`config.mk`:
```
export PLATFORM = sky130hd
export DESIGN_NAME = lidar_packet_to_points
export DESIGN_NICKNAME = d
export VERILOG_FILES = /design/src/design/plp_pkg.sv /design/src/design/lidar_packet_to_points.sv /design/src/design/plp_parser.sv /design/src/design/plp_point_pipe.sv
export SDC_FILE = /design/constraint.sdc
export NUM_CORES = 2
export LEC_CHECK = 0
export ABC_AREA = 1
export BUFFER_PORTS_ARGS = -buffer_cell sky130_fd_sc_hd__clkbuf_2
export CORE_ASPECT_RATIO = 1.5
export CORE_MARGIN = 8
export CORE_UTILIZATION = 35
export CTS_CLUSTER_SIZE = 28
export DETAILED_ROUTE_END_ITERATION = 16
export GPL_TIMING_DRIVEN = 0
export SLEW_MARGIN = 20
export SYNTH_ARGS = -nofsm -noshare
export SYNTH_HDL_FRONTEND = slang
export SYNTH_SLANG_ARGS = --single-unit
```
`constraint.sdc`:
```
create_clock -name clk -period 10.9 [get_ports clk]
set_input_delay 1.09 -clock clk [delete_from_list [all_inputs] [get_ports clk]]
set_output_delay 1.09 -clock clk [all_outputs]
set_load 0.02 [all_outputs]
```
`src/design/plp_pkg.sv`:
```
`timescale 1ns / 1ps
// ----------------------------------------------------------------------------
// plp_pkg
// shared types, constants and the trig table of the lidar packet parser
// ----------------------------------------------------------------------------
package plp_pkg;

  // packet framing
  localparam logic [7:0] START_BYTE  = 8'hFA;
  localparam logic [7:0] INDEX_BASE  = 8'hA0;
  localparam logic [7:0] INDEX_LAST  = 8'hF9;
  localparam int         PACKET_LEN  = 22;
  localparam int         POS_W       = 5;
  localparam logic [POS_W-1:0] LAST_POS = POS_W'(PACKET_LEN - 1);
  // index, speed word and four readings; the checksum is not kept
  localparam int         STORE_DEPTH = 19;
  localparam int         READINGS    = 4;

  // speed word / 384 = (word >> 7) / 3, and /3 as (v * 683) >> 11 for v < 512
  localparam logic [10:0] SPEED_RECIP = 11'd683;
  localparam int          SPEED_SHIFT = 11;

  // p / 1000 for p < 2**24 as (p * ceil(2**34 / 1000)) >> 34
  localparam logic [24:0] TRIG_RECIP = 25'd17179870;
  localparam int          TRIG_SHIFT = 34;

  localparam logic [9:0] DEG_FULL  = 10'd360;
  localparam logic [9:0] DEG_TWICE = 10'd720;
  localparam logic [9:0] DEG_QUART = 10'd90;
  localparam logic [8:0] ROT_RESET = 9'd270;

  // register map
  localparam logic REG_ROTATION = 1'b0;

  // trunc(1000 * sin(d)) for d = 0..90
  localparam logic [9:0] QUARTER_SINE [0:90] = '{
    10'd0,   10'd17,  10'd34,  10'd52,  10'd69,  10'd87,  10'd104, 10'd121, 10'd139, 10'd156,
    10'd173, 10'd190, 10'd207, 10'd224, 10'd241, 10'd258, 10'd275, 10'd292, 10'd309, 10'd325,
    10'd342, 10'd358, 10'd374, 10'd390, 10'd406, 10'd422, 10'd438, 10'd453, 10'd469, 10'd484,
    10'd500, 10'd515, 10'd529, 10'd544, 10'd559, 10'd573, 10'd587, 10'd601, 10'd615, 10'd629,
    10'd642, 10'd656, 10'd669, 10'd681, 10'd694, 10'd707, 10'd719, 10'd731, 10'd743, 10'd754,
    10'd766, 10'd777, 10'd788, 10'd798, 10'd809, 10'd819, 10'd829, 10'd838, 10'd848, 10'd857,
    10'd866, 10'd874, 10'd882, 10'd891, 10'd898, 10'd906, 10'd913, 10'd920, 10'd927, 10'd933,
    10'd939, 10'd945, 10'd951, 10'd956, 10'd961, 10'd965, 10'd970, 10'd974, 10'd978, 10'd981,
    10'd984, 10'd987, 10'd990, 10'd992, 10'd994, 10'd996, 10'd997, 10'd998, 10'd999, 10'd999,
    10'd1000
  };

  typedef struct packed {
    logic [7:0] dist_lo;
    logic [7:0] dist_hi;
    logic [7:0] str_lo;
    logic [7:0] str_hi;
  } reading_t;

  typedef struct packed {
    logic [6:0]                  sector;
    logic [7:0]                  speed;
    reading_t [READINGS-1:0]     rd;
  } packet_t;

  // sign and magnitude of a table value
  typedef struct packed {
    logic       neg;
    logic [9:0] mag;
  } trig_t;

  // a in 0..359
  function automatic trig_t sine_deg(input logic [8:0] a);
    trig_t      r;
    logic [8:0] d;
    if (a <= 9'd90) begin
      r.neg = 1'b0;
      d     = a;
    end else if (a <= 9'd180) begin
      r.neg = 1'b0;
      d     = 9'd180 - a;
    end else if (a <= 9'd270) begin
      r.neg = 1'b1;
      d     = a - 9'd180;
    end else begin
      r.neg = 1'b1;
      d     = 9'd360 - a;
    end
    r.mag = QUARTER_SINE[d[6:0]];
    return r;
  endfunction

  function automatic trig_t cosine_deg(input logic [8:0] a);
    logic [9:0] s;
    s = {1'b0, a} + DEG_QUART;
    if (s >= DEG_FULL) begin
      s = s - DEG_FULL;
    end
    return sine_deg(s[8:0]);
  endfunction

endpackage

```
`src/design/lidar_packet_to_points.sv`:
```
`timescale 1ns / 1ps
// ----------------------------------------------------------------------------
// lidar_packet_to_points
// parses the byte stream of a spinning range sensor into x/y points
// ----------------------------------------------------------------------------
// input channel: one received byte per beat (in_valid / in_stall / rx_byte).
// the parser hunts for 0xfa, then collects 21 bytes; on the last byte of a
// packet with an index in 0xa0..0xf9 four reading beats follow on the output
// channel in slot order, the fourth marked by last_of_packet.
// throughput: one input byte per cycle unless in_stall holds it; the point pipe
// emits one reading per cycle while the receiver does not stall.
// latency: the closing byte loads the packet register, then each reading
// passes slot select and trig lookup, multiply and reciprocal divide, the
// other three following the first while the receiver does not stall.
// out_stall freezes the whole point pipe and holds the output beat; input
// bytes keep flowing until a packet closes while the previous one is still
// being emitted, then in_stall holds that closing byte.
// configuration: apb register 0 (rotation_deg) at byte address 0, to be
// written only while the block is idle; the user must keep to this, the
// block does not enforce it. pready is tied high. reset: synchronous, clears
// the framing counter, the pipe valids and sets the rotation to 270 degrees.
// ----------------------------------------------------------------------------
module lidar_packet_to_points (
  input  logic               clk,
  input  logic               rst,
  // apb configuration port
  input  logic               psel,
  input  logic               penable,
  input  logic               pwrite,
  input  logic [2:0]         paddr,
  input  logic [31:0]        pwdata,
  output logic [31:0]        prdata,
  output logic               pready,
  // byte input
  input  logic               in_valid,
  output logic               in_stall,
  input  logic [7:0]         rx_byte,
  // reading output
  output logic               out_valid,
  input  logic               out_stall,
  output logic [8:0]         angle_deg,
  output logic [13:0]        distance,
  output logic               range_error,
  output logic               strength_warning,
  output logic [15:0]        signal_strength,
  output logic signed [14:0] pos_x,
  output logic signed [14:0] pos_y,
  output logic [7:0]         spin_speed,
  output logic               last_of_packet
);

  logic [8:0]       rotation_deg;
  logic             cfg_write;
  logic             pkt_load;
  logic             busy;
  plp_pkg::packet_t pkt;

  // register access; paddr[2] selects the register, addresses 4..7 are ignored
  assign pready    = 1'b1;
  assign cfg_write = psel && penable && pwrite && pready &&
                     (paddr[2] == plp_pkg::REG_ROTATION);
  assign prdata    = (paddr[2] == plp_pkg::REG_ROTATION) ? 32'(rotation_deg) : '0;

  always_ff @(posedge clk) begin
    if (rst) begin
      rotation_deg <= plp_pkg::ROT_RESET;
    end else if (cfg_write) begin
      rotation_deg <= pwdata[8:0];
    end
  end

  // framing and packet store
  plp_parser u_parser (
    .clk      (clk),
    .rst      (rst),
    .in_valid (in_valid),
    .in_stall (in_stall),
    .rx_byte  (rx_byte),
    .busy     (busy),
    .pkt_load (pkt_load),
    .pkt      (pkt)
  );

  // reading sequencer and x/y arithmetic
  plp_point_pipe u_point_pipe (
    .clk              (clk),
    .rst              (rst),
    .rotation_deg     (rotation_deg),
    .pkt_load         (pkt_load),
    .pkt              (pkt),
    .busy             (busy),
    .out_valid        (out_valid),
    .out_stall        (out_stall),
    .angle_deg        (angle_deg),
    .distance         (distance),
    .range_error      (range_error),
    .strength_warning (strength_warning),
    .signal_strength  (signal_strength),
    .pos_x            (pos_x),
    .pos_y            (pos_y),
    .spin_speed       (spin_speed),
    .last_of_packet   (last_of_packet)
  );

  // a new packet never overwrites one still being emitted
  a_load_when_free: assert property (@(posedge clk) disable iff (rst)
    pkt_load |-> !busy)
    else $error("packet handed over while the previous one is in flight");

  // angles stay in range for every reading beat
  a_angle_range: assert property (@(posedge clk) disable iff (rst)
    out_valid |-> (angle_deg < 9'd360))
    else $error("reading angle out of range");

  // a flagged reading carries no distance and sits at the origin
  a_error_zero: assert property (@(posedge clk) disable iff (rst)
    (out_valid && range_error) |-> (distance == '0 && pos_x == '0 && pos_y == '0))
    else $error("flagged reading with non-zero distance");

  // the packet marker sits on the fourth slot
  a_last_slot: assert property (@(posedge clk) disable iff (rst)
    (out_valid && last_of_packet) |-> (angle_deg[1:0] == 2'b11))
    else $error("last_of_packet on the wrong slot");

endmodule

```
`src/design/plp_parser.sv`:
```
`timescale 1ns / 1ps
// ----------------------------------------------------------------------------
// plp_parser
// byte framing: hunts for the start byte, stores the packet, hands it over
// ----------------------------------------------------------------------------
module plp_parser (
  input  logic             clk,
  input  logic             rst,
  input  logic             in_valid,
  output logic             in_stall,
  input  logic [7:0]       rx_byte,
  input  logic             busy,
  output logic             pkt_load,
  output plp_pkg::packet_t pkt
);

  logic [plp_pkg::POS_W-1:0] byte_position;
  logic [plp_pkg::POS_W-1:0] byte_position_next;
  logic [plp_pkg::POS_W-1:0] wr_pos;
  logic [7:0]                pkt_bytes [0:plp_pkg::STORE_DEPTH-1];
  logic                      accept;
  logic                      at_last;
  logic                      index_ok;
  logic [8:0]                speed_word;
  logic [19:0]               speed_prod;
  logic [7:0]                sector_full;

  assign at_last  = (byte_position == plp_pkg::LAST_POS);
  // the closing beat waits while the previous packet is still being emitted
  assign in_stall = at_last && busy;
  assign accept   = in_valid && !in_stall;
  assign wr_pos   = byte_position - plp_pkg::POS_W'(1);

  always_comb begin
    byte_position_next = byte_position;
    if (accept) begin
      if (byte_position == '0) begin
        if (rx_byte == plp_pkg::START_BYTE) begin
          byte_position_next = plp_pkg::POS_W'(1);
        end
      end else if (at_last) begin
        byte_position_next = '0;
      end else begin
        byte_position_next = byte_position + plp_pkg::POS_W'(1);
      end
    end
  end

  always_ff @(posedge clk) begin
    if (rst) begin
      byte_position <= '0;
    end else begin
      byte_position <= byte_position_next;
    end
  end

  always_ff @(posedge clk) begin
    if (accept && (byte_position != '0) &&
        (wr_pos < plp_pkg::POS_W'(plp_pkg::STORE_DEPTH))) begin
      pkt_bytes[wr_pos] <= rx_byte;
    end
  end

  assign index_ok = (pkt_bytes[0] >= plp_pkg::INDEX_BASE) &&
                    (pkt_bytes[0] <= plp_pkg::INDEX_LAST);
  assign pkt_load = accept && at_last && index_ok;

  // speed word >> 7, then divide by three
  assign speed_word  = {pkt_bytes[2], pkt_bytes[1][7]};
  assign speed_prod  = 20'(speed_word) * 20'(plp_pkg::SPEED_RECIP);
  assign sector_full = pkt_bytes[0] - plp_pkg::INDEX_BASE;

  always_comb begin
    pkt.sector = sector_full[6:0];
    pkt.speed  = speed_prod[plp_pkg::SPEED_SHIFT+7:plp_pkg::SPEED_SHIFT];
    for (int i = 0; i < plp_pkg::READINGS; i++) begin
      pkt.rd[i].dist_lo = pkt_bytes[3 + 4*i];
      pkt.rd[i].dist_hi = pkt_bytes[4 + 4*i];
      pkt.rd[i].str_lo  = pkt_bytes[5 + 4*i];
      pkt.rd[i].str_hi  = pkt_bytes[6 + 4*i];
    end
  end

endmodule

```
`src/design/plp_point_pipe.sv`:
```
`timescale 1ns / 1ps
// ----------------------------------------------------------------------------
// plp_point_pipe
// emits the four readings of a packet and turns each into x and y
// ----------------------------------------------------------------------------
module plp_point_pipe (
  input  logic               clk,
  input  logic               rst,
  input  logic [8:0]         rotation_deg,
  input  logic               pkt_load,
  input  plp_pkg::packet_t   pkt,
  output logic               busy,
  output logic               out_valid,
  input  logic               out_stall,
  output logic [8:0]         angle_deg,
  output logic [13:0]        distance,
  output logic               range_error,
  output logic               strength_warning,
  output logic [15:0]        signal_strength,
  output logic signed [14:0] pos_x,
  output logic signed [14:0] pos_y,
  output logic [7:0]         spin_speed,
  output logic               last_of_packet
);

  plp_pkg::packet_t cur;
  logic             pkt_valid;
  logic [1:0]       slot;
  logic             advance;

  // slot stage
  plp_pkg::reading_t rd0;
  logic [8:0]        angle0;
  logic              err0;
  logic [13:0]       dist0;
  logic [9:0]        look_sum;
  logic [9:0]        look;
  plp_pkg::trig_t    xt0;
  plp_pkg::trig_t    yt0;

  // trig stage
  logic           s1_valid;
  logic [8:0]     s1_angle;
  logic [13:0]    s1_dist;
  logic           s1_err;
  logic           s1_warn;
  logic [15:0]    s1_str;
  logic [7:0]     s1_speed;
  logic           s1_last;
  plp_pkg::trig_t s1_x;
  plp_pkg::trig_t s1_y;

  // product stage
  logic        s2_valid;
  logic [8:0]  s2_angle;
  logic [13:0] s2_dist;
  logic        s2_err;
  logic        s2_warn;
  logic [15:0] s2_str;
  logic [7:0]  s2_speed;
  logic        s2_last;
  logic        s2_x_neg;
  logic        s2_y_neg;
  logic [23:0] s2_px;
  logic [23:0] s2_py;

  logic [48:0] qx_full;
  logic [48:0] qy_full;
  logic [13:0] qx;
  logic [13:0] qy;

  assign advance = !out_valid || !out_stall;
  assign busy    = pkt_valid;

  always_ff @(posedge clk) begin
    if (rst) begin
      pkt_valid <= 1'b0;
      slot      <= '0;
    end else if (pkt_load) begin
      pkt_valid <= 1'b1;
      slot      <= '0;
    end else if (advance && pkt_valid) begin
      slot <= slot + 2'd1;
      if (slot == 2'd3) begin
        pkt_valid <= 1'b0;
      end
    end
  end

  always_ff @(posedge clk) begin
    if (pkt_load) begin
      cur <= pkt;
    end
  end

  assign rd0      = cur.rd[slot];
  assign angle0   = {cur.sector, slot};
  assign err0     = rd0.dist_hi[7];
  assign dist0    = err0 ? 14'd0 : {rd0.dist_hi[5:0], rd0.dist_lo};
  assign look_sum = {1'b0, angle0} + {1'b0, rotation_deg};

  always_comb begin
    if (look_sum >= plp_pkg::DEG_TWICE) begin
      look = look_sum - plp_pkg::DEG_TWICE;
    end else if (look_sum >= plp_pkg::DEG_FULL) begin
      look = look_sum - plp_pkg::DEG_FULL;
    end else begin
      look = look_sum;
    end
  end

  assign xt0 = plp_pkg::cosine_deg(look[8:0]);
  assign yt0 = plp_pkg::sine_deg(look[8:0]);

  // control of the three stages
  always_ff @(posedge clk) begin
    if (rst) begin
      s1_valid  <= 1'b0;
      s2_valid  <= 1'b0;
      out_valid <= 1'b0;
    end else if (advance) begin
      s1_valid  <= pkt_valid;
      s2_valid  <= s1_valid;
      out_valid <= s2_valid;
    end
  end

  always_ff @(posedge clk) begin
    if (advance) begin
      s1_angle <= angle0;
      s1_dist  <= dist0;
      s1_err   <= err0;
      s1_warn  <= rd0.dist_hi[6];
      s1_str   <= {rd0.str_hi, rd0.str_lo};
      s1_speed <= cur.speed;
      s1_last  <= (slot == 2'd3);
      s1_x     <= xt0;
      s1_y     <= yt0;
    end
  end

  // distance times table magnitude
  always_ff @(posedge clk) begin
    if (advance) begin
      s2_angle <= s1_angle;
      s2_dist  <= s1_dist;
      s2_err   <= s1_err;
      s2_warn  <= s1_warn;
      s2_str   <= s1_str;
      s2_speed <= s1_speed;
      s2_last  <= s1_last;
      s2_x_neg <= s1_x.neg;
      s2_y_neg <= s1_y.neg;
      s2_px    <= 24'(s1_dist) * 24'(s1_x.mag);
      s2_py    <= 24'(s1_dist) * 24'(s1_y.mag);
    end
  end

  // divide by 1000 on the magnitude, sign applied after: truncation toward zero
  assign qx_full = 49'(s2_px) * 49'(plp_pkg::TRIG_RECIP);
  assign qy_full = 49'(s2_py) * 49'(plp_pkg::TRIG_RECIP);
  assign qx      = qx_full[plp_pkg::TRIG_SHIFT+13:plp_pkg::TRIG_SHIFT];
  assign qy      = qy_full[plp_pkg::TRIG_SHIFT+13:plp_pkg::TRIG_SHIFT];

  always_ff @(posedge clk) begin
    if (advance) begin
      angle_deg        <= s2_angle;
      distance         <= s2_dist;
      range_error      <= s2_err;
      strength_warning <= s2_warn;
      signal_strength  <= s2_str;
      spin_speed       <= s2_speed;
      last_of_packet   <= s2_last;
      pos_x            <= s2_x_neg ? -$signed({1'b0, qx}) : $signed({1'b0, qx});
      pos_y            <= s2_y_neg ? -$signed({1'b0, qy}) : $signed({1'b0, qy});
    end
  end

endmodule

```
## Word-level counts from Yosys, hierarchy flattened

Memory sizes are Yosys's and may differ from the RTL's. A register that Yosys moved wholly into a read port is not among the register bits.
Cells that the tools add are included.

- Add/sub/neg operators: 17
- Multiply operators: 5
- $lt $le $gt $ge: 13
- Equality and inequality tests: 4
- Multiplexer cells: 24
- Bitwise gates (word level): 3
- Reduce and logical (&&, ||, !) cells: 22

Operators by type and width:

| kind | number |
|---|---|
| multiplier 24 x 24 -> 47 bit (second input constant) | 2 |
| binary-select mux 32 bit (select 2 bit) | 1 |
| multiplier 14 x 10 -> 24 bit | 2 |
| 2-to-1 mux 7 bit | 6 |
| 2-to-1 mux 9 bit | 4 |
| 2-to-1 mux 32 bit | 1 |
| negator 14 -> 15 bit | 2 |
| 2-to-1 mux 14 bit | 2 |
| subtractor 7 x 6 -> 7 bit (second input constant) | 3 |
| greater-or-equal comparator 10 x 9 -> 1 bit (second input constant) | 2 |
| multiplier 9 x 10 -> 19 bit (second input constant) | 1 |
| less-or-equal comparator 9 x 7 -> 1 bit (second input constant) | 2 |
| less-or-equal comparator 9 x 8 -> 1 bit (second input constant) | 2 |
| less-or-equal comparator 9 bit (second input constant) | 2 |
| subtractor 9 bit (second input constant) | 2 |
| NOT 7 -> 8 bit | 2 |
| 2-to-1 mux 5 bit | 3 |
| subtractor 6 x 7 -> 7 bit (first input constant) | 2 |
| subtractor 7 bit (first input constant) | 2 |
| logical AND 1 bit | 11 |
| adder 9 x 7 -> 10 bit (second input constant) | 1 |
| adder 9 x 9 -> 10 bit | 1 |
| greater-or-equal comparator 10 bit (second input constant) | 1 |
| subtractor 9 x 8 -> 9 bit (second input constant) | 1 |
| 20 further kinds | 30 |

- Flip-flop bits (word level): 267
- Bits in writable memories: 152
- Memory bits (read-only): 2560
- Bits of input ports: 50
- Output and inout bits: 115
- Logic and storage cells: 131
- Memories: 3

Memory list:

| memory | words | width | read ports | clocked after memory_dff | write ports | line | RTL |
|---|---|---|---|---|---|---|---|
| (name not given) | 128 | 10 | 1 | 1 | 0 | plp_pkg.sv:85 | `r.mag = QUARTER_SINE[d[6:0]];` |
| (name not given) | 128 | 10 | 1 | 1 | 0 | plp_pkg.sv:85 |  |
| u_parser.pkt_bytes | 19 | 8 | 19 | 16 | 1 | plp_parser.sv:20 | `logic [7:0] pkt_bytes [0:plp_pkg::STORE_DEPTH-1];` |

## Longest topological paths before layout

- Depth after elaboration: 12
- Mapped depth: 52
- Depth with buffers taken out: 51

## By module

A second synthesis with hierarchy kept.

- Cell total of the unflattened synthesis: 5037
- Area total of the unflattened synthesis: 51386.8 um^2

Modules (own cells, without submodules):

| module | instances | cells each | area an instance (um^2) | seq. area each (um^2) |
|---|---|---|---|---|
| plp_point_pipe | 1 | 4435 | 43875.8 | 11981.5 |
| plp_parser | 1 | 502 | 6844.1 | 4454.3 |
| lidar_packet_to_points | 1 | 100 | 666.9 | 180.2 |

## Worst setup path before layout

Ideal clock, no wire load.

- Path type: in2reg
- Start: in in_valid
- End: reg u_point_pipe.slot[0]
- Library setup time: 153 ps
- Data arrival time: 11811 ps
- Required time: 10747 ps
- Slack: -1064 ps
- Stages on the path: 5
- Path buffers: 0
- Cells stage by stage: o21ai_0 nor3_1 inv_1 nand2_1 a21oi_1

- Cells in the longest elaborated chain, start to end: 4

RTL lines:

| item | line | RTL |
|---|---|---|
| start: declaration | lidar_packet_to_points.sv:35 | `input logic in_valid,` |
| logical AND 1 bit | plp_parser.sv:31 | `assign accept = in_valid && !in_stall;` |
| logical AND 1 bit (2 in a row) | plp_parser.sv:66 | `assign pkt_load = accept && at_last && index_ok;` |
| named net pkt_load | lidar_packet_to_points.sv:54 | `logic pkt_load;` |
| OR reduction 2 bit (no source line) | -- |  |
| end signal: assignment | plp_point_pipe.sv:83 | `slot <= slot + 2'd1;` |
| end: declaration | plp_point_pipe.sv:28 | `logic [1:0] slot;` |

The timed path passes the listed nets, and every way through them passes these cells.
A chain may end at the register's enable or synchronous reset.

## Final worst setup path

- Start: reg u_point_pipe.s2_py[7]
- End: reg u_point_pipe.pos_y[12], data pin

- Cells in the longest elaborated chain, start to end: 3

RTL lines:

| item | line | RTL |
|---|---|---|
| start: declaration | plp_point_pipe.sv:65 | `logic [23:0] s2_py;` |
| start signal: assignment | plp_point_pipe.sv:155 | `s2_py <= 24'(s1_dist) * 24'(s1_y.mag);` |
| multiplier 24 x 24 -> 47 bit (*) | plp_point_pipe.sv:161 | `assign qy_full = 49'(s2_py) * 49'(plp_pkg::TRIG_RECIP);` |
| negator 14 -> 15 bit | plp_point_pipe.sv:175 | `pos_y <= s2_y_neg ? -$signed({1'b0, qy}) : $signed({1'b0, qy});` |
| 2-to-1 mux 14 bit (*) | plp_point_pipe.sv:175 |  |
| end signal: assignment | plp_point_pipe.sv:175 |  |
| end: declaration | plp_point_pipe.sv:21 | `output logic signed [14:0] pos_y,` |

Mark *: on every way between the ends. The rest lies on a longest branch, timed or not.

==> impl_summary.log <==
[metrics] Vert. Die Dim: 483.5 um
[metrics] Max Clock Freq: 129.5 MHz
[metrics] number of distinct standard cells referenced by the synthesized netlist: 63
[metrics] YS warnings: 0
[metrics] length of the first detailed-routing pass in iterations: 5
[metrics] most instantiated flip-flop cell in the synthesis netlist: sky130_fd_sc_hd__edfxtp_1
[metrics] DP Worst Slack: 3.162 ns
[metrics] layout overhead on the synthesized area: 10.02%
[metrics] largest fanout on the critical path: 11
[metrics] residual overflow from global routing: 0
[metrics] Async SR Flop Fraction: 0%
[metrics] min cycle time layout: 7.719 ns
[metrics] most frequent cells after synthesis: 1102 x sky130_fd_sc_hd__inv_1, 756 x sky130_fd_sc_hd__nand2_1, 731 x sky130_fd_sc_hd__ha_1
[metrics] Crit path largest cell delay: 0.92 ns
[metrics] clock transition time at the flip-flop clock pins of the worst setup and hold paths: 0.07 ns
[metrics] most frequently used cell type in the post-synthesis netlist: sky130_fd_sc_hd__inv_1
[metrics] combined global-route utilization of all metal layers: 14.81%
[metrics] sum of negative setup slack: 0 ns
[metrics] sequential fraction of the synthesis area: 32.59%
[metrics] Syn Area/Cell: 10.30 um2
[metrics] Num CTS Buffers: 51
[metrics] non-filler instance count after layout: 7101
[metrics] transition time at the pin with the least slew margin: 0.9873 ns
[metrics] number of enable flip-flop cells after synthesis: 540
[metrics] area of the placeable core: 144600 um2
[metrics] final weighted congestion in routability-driven placement: 0.9204
[metrics] classification of the worst-slack hold path: reg2reg
[metrics] count of endpoints failing setup in the final report: 0
[metrics] later-pin clock latency in the skew report: 0.66 ns
[metrics] flip-flop and latch count after synthesis: 560
[metrics] required time at the worst-slack endpoint: 11.27 ns
[metrics] clock tree skew after final layout: 0.07634 ns
[metrics] nets: 6495
[metrics] drc violations: 0
[metrics] data arrival time of the critical path: 8.09 ns
[metrics] Clock Root Buffer: sky130_fd_sc_hd__clkbuf_16
[metrics] via count of the first global-routing pass: 36452
[metrics] number of buffers added on ports: 113
[metrics] antenna violations before repair: 2
[metrics] flop2flop setup slack: 3.18 ns
[metrics] cells taking the most area after synthesis: sky130_fd_sc_hd__edfxtp_1 32%, sky130_fd_sc_hd__fa_1 22%, sky130_fd_sc_hd__ha_1 18%, sky130_fd_sc_hd__inv_1 8.1%, sky130_fd_sc_hd__nand2_1 5.6%
[metrics] Die Span X: 327.7 um
[metrics] number of routed nets with antenna violations: 0
[metrics] post-synth design cell area: 50990 um2
[metrics] Crit Path Category: reg2reg
[metrics] mean routed wirelength per cell: 16.49 um
[metrics] Period Utilization, post-route: 70.82%
[metrics] outcome: finished clean
[metrics] count of mapped cells out of synthesis: 4953
[metrics] CTS tree: done
[metrics] fin worst setup slack: 3.181 ns
[metrics] CP most frequent cell: sky130_fd_sc_hd__fa_1
[metrics] cell count after placement: 7005
[metrics] FP Rows: 171
[metrics] max cap viols: 0
[metrics] nature of the critical path startpoint: flip-flop
[metrics] top-area cell type share of the netlist area: 31.80%
[metrics] post-detailed-routing wire length: 117100 um
[metrics] post-synth top area cell: sky130_fd_sc_hd__edfxtp_1
[metrics] number of levels the H-tree was split into: 2
[metrics] cell area after placement: 54330 um2
[metrics] maximum number of buffers from clock root to sink: 3
[metrics] fraction of final layout cells sized beyond drive strength 1: 6.485%
[metrics] post-CTS setup buffers: 0
[metrics] via density per instance: 4.778
[metrics] quantity of hold-fixing buffers added after cts: 0
[metrics] relative slew slack: 33.94%
[metrics] first-pass GRT wire length: 189700 um
[metrics] finished layout cell area: 56100 um2
[metrics] number of instances resized during post-cts repair: 0
[metrics] sort of element at the end of the critical path: flip-flop
[metrics] Via Count: 33930
[metrics] starting utilization of the core area: 35.26%
[metrics] clk sinks: 560
[metrics] DP Wirelength: 92280 um
[metrics] slowest cell on the critical path: sky130_fd_sc_hd__edfxtp_1
[metrics] unrepaired setup endpoints after global routing: no
[metrics] final hold violation count: 0
[metrics] Iteration-0 DRC Markers: 1692
[metrics] number of max-slew violations in the final report: 0
[metrics] Ports: 165
[metrics] Die Outline Area: 158400 um2
[metrics] maximum number of pins on one net before global-route repair: 55
-- registers in the layout, indices dropped and copies added (netlist names), 5 cells and up --
signal	flops
rotation_deg	9
u_parser.byte_position	5
u_parser.pkt_bytes	145
u_point_pipe.angle0	7
u_point_pipe.angle_deg	9
u_point_pipe.cur	136
u_point_pipe.distance	14
u_point_pipe.pos_x	15
u_point_pipe.pos_y	15
u_point_pipe.s1_angle	9
u_point_pipe.s1_dist	14
u_point_pipe.s1_speed	8
u_point_pipe.s1_str	16
u_point_pipe.s1_x	11
u_point_pipe.s1_y	11
u_point_pipe.s2_angle	9
u_point_pipe.s2_dist	14
u_point_pipe.s2_px	24
u_point_pipe.s2_py	24
u_point_pipe.s2_speed	8
u_point_pipe.s2_str	16
u_point_pipe.signal_strength	16
u_point_pipe.spin_speed	8
-- final timing paths --
path,startpoint,depth (start not counted),to
min,u_point_pipe.s2_angle[6],0,u_point_pipe.angle_deg[6]
max,u_point_pipe.s2_py[7],25,u_point_pipe.pos_y[12]
min reg2reg,u_point_pipe.s2_angle[6],0,u_point_pipe.angle_deg[6]
max reg2reg,u_point_pipe.s2_py[7],25,u_point_pipe.pos_y[12]
-- stage by stage --
step / util (%) / hold WS, ns
after floorplan: - / 0.4003
after global placement: 37.35 / 0.4003
after detailed placement: 37.56 / 0.4045
after CTS: 38.79 / 0.3987
after global routing: 38.79 / 0.4081
final: 38.79 / 0.3940
-- cell usage in the layout, fill, tap and decap left out, types with 14 or more instances in the layout --
cell / count
sky130_fd_sc_hd__o211ai_1: 21
sky130_fd_sc_hd__nand2_2: 28
sky130_fd_sc_hd__conb_1: 24
sky130_fd_sc_hd__nand2_1: 755
sky130_fd_sc_hd__inv_1: 1102
sky130_fd_sc_hd__nor3_1: 20
sky130_fd_sc_hd__nand4_1: 14
sky130_fd_sc_hd__a21oi_1: 171
sky130_fd_sc_hd__clkbuf_2: 113
sky130_fd_sc_hd__xnor2_1: 40
sky130_fd_sc_hd__xor2_1: 81
sky130_fd_sc_hd__clkbuf_16: 51
sky130_fd_sc_hd__ha_1: 731
sky130_fd_sc_hd__fa_1: 559
sky130_fd_sc_hd__buf_4: 30
sky130_fd_sc_hd__o22ai_1: 32
sky130_fd_sc_hd__o21ai_0: 158
sky130_fd_sc_hd__nand3_1: 185
sky130_fd_sc_hd__dfxtp_1: 20
sky130_fd_sc_hd__a31oi_1: 14
sky130_fd_sc_hd__clkbuf_1: 93
sky130_fd_sc_hd__nor2_1: 206
sky130_fd_sc_hd__edfxtp_1: 540
-- worst max-delay path, delay by kind of cell (launching register included) --
kind / cells / cell delay (ns)
DFF: 1 / 0.92
AOI/OAI and AO/OA: 7 / 1.74
xor gates and xnor gates: 2 / 0.56
adders and majority gates: 8 / 3.32
buffers and inverters: 3 / 0.18
and+or+nand+nor: 5 / 0.74
-- per-layer routing --
| layer | wire (um) | GRT usage (%) |
|---|---|---|
| met1 | 44670 | 16.41 |
| met2 | 62900 | 28.28 |
| met3 | 3961 | 1.450 |
| met4 | 5537 | 6.511 |
| met5 | 0 | 0 |
-- area by class of cell --
| type | count | area, um2 |
|---|---|---|
| well taps | 1903 | 2381 |
| fillers | 14228 | 88530 |
| diodes | 1 | 2.502 |
| plain buffers | 124 | 621.8 |
| repair buffers | 127 | 855.8 |
| clock buffers | 69 | 1414 |
| flip-flops and latches | 560 | 16620 |
| multi-input cells | 3178 | 29670 |
| clock inverters | 26 | 352.8 |
| inverters | 1113 | 4180 |
-- kinds of logic after synthesis --
kind of cell             count (synthesis)  synth area share (%)
adder cells (fa/ha/maj)               1290                 39.88
AND/OR/NAND/NOR                       1261                 10.50
other                                    2               0.01473
buffers and inverters                 1237                 9.418
flip-flops                             560                 32.59
AO/OA/AOI/OAI                          479                 5.406
XOR/XNOR                               124                 2.196
Power is not shown: default switching activity piles up to over one toggle a cycle in this logic, so the estimate is an artifact.
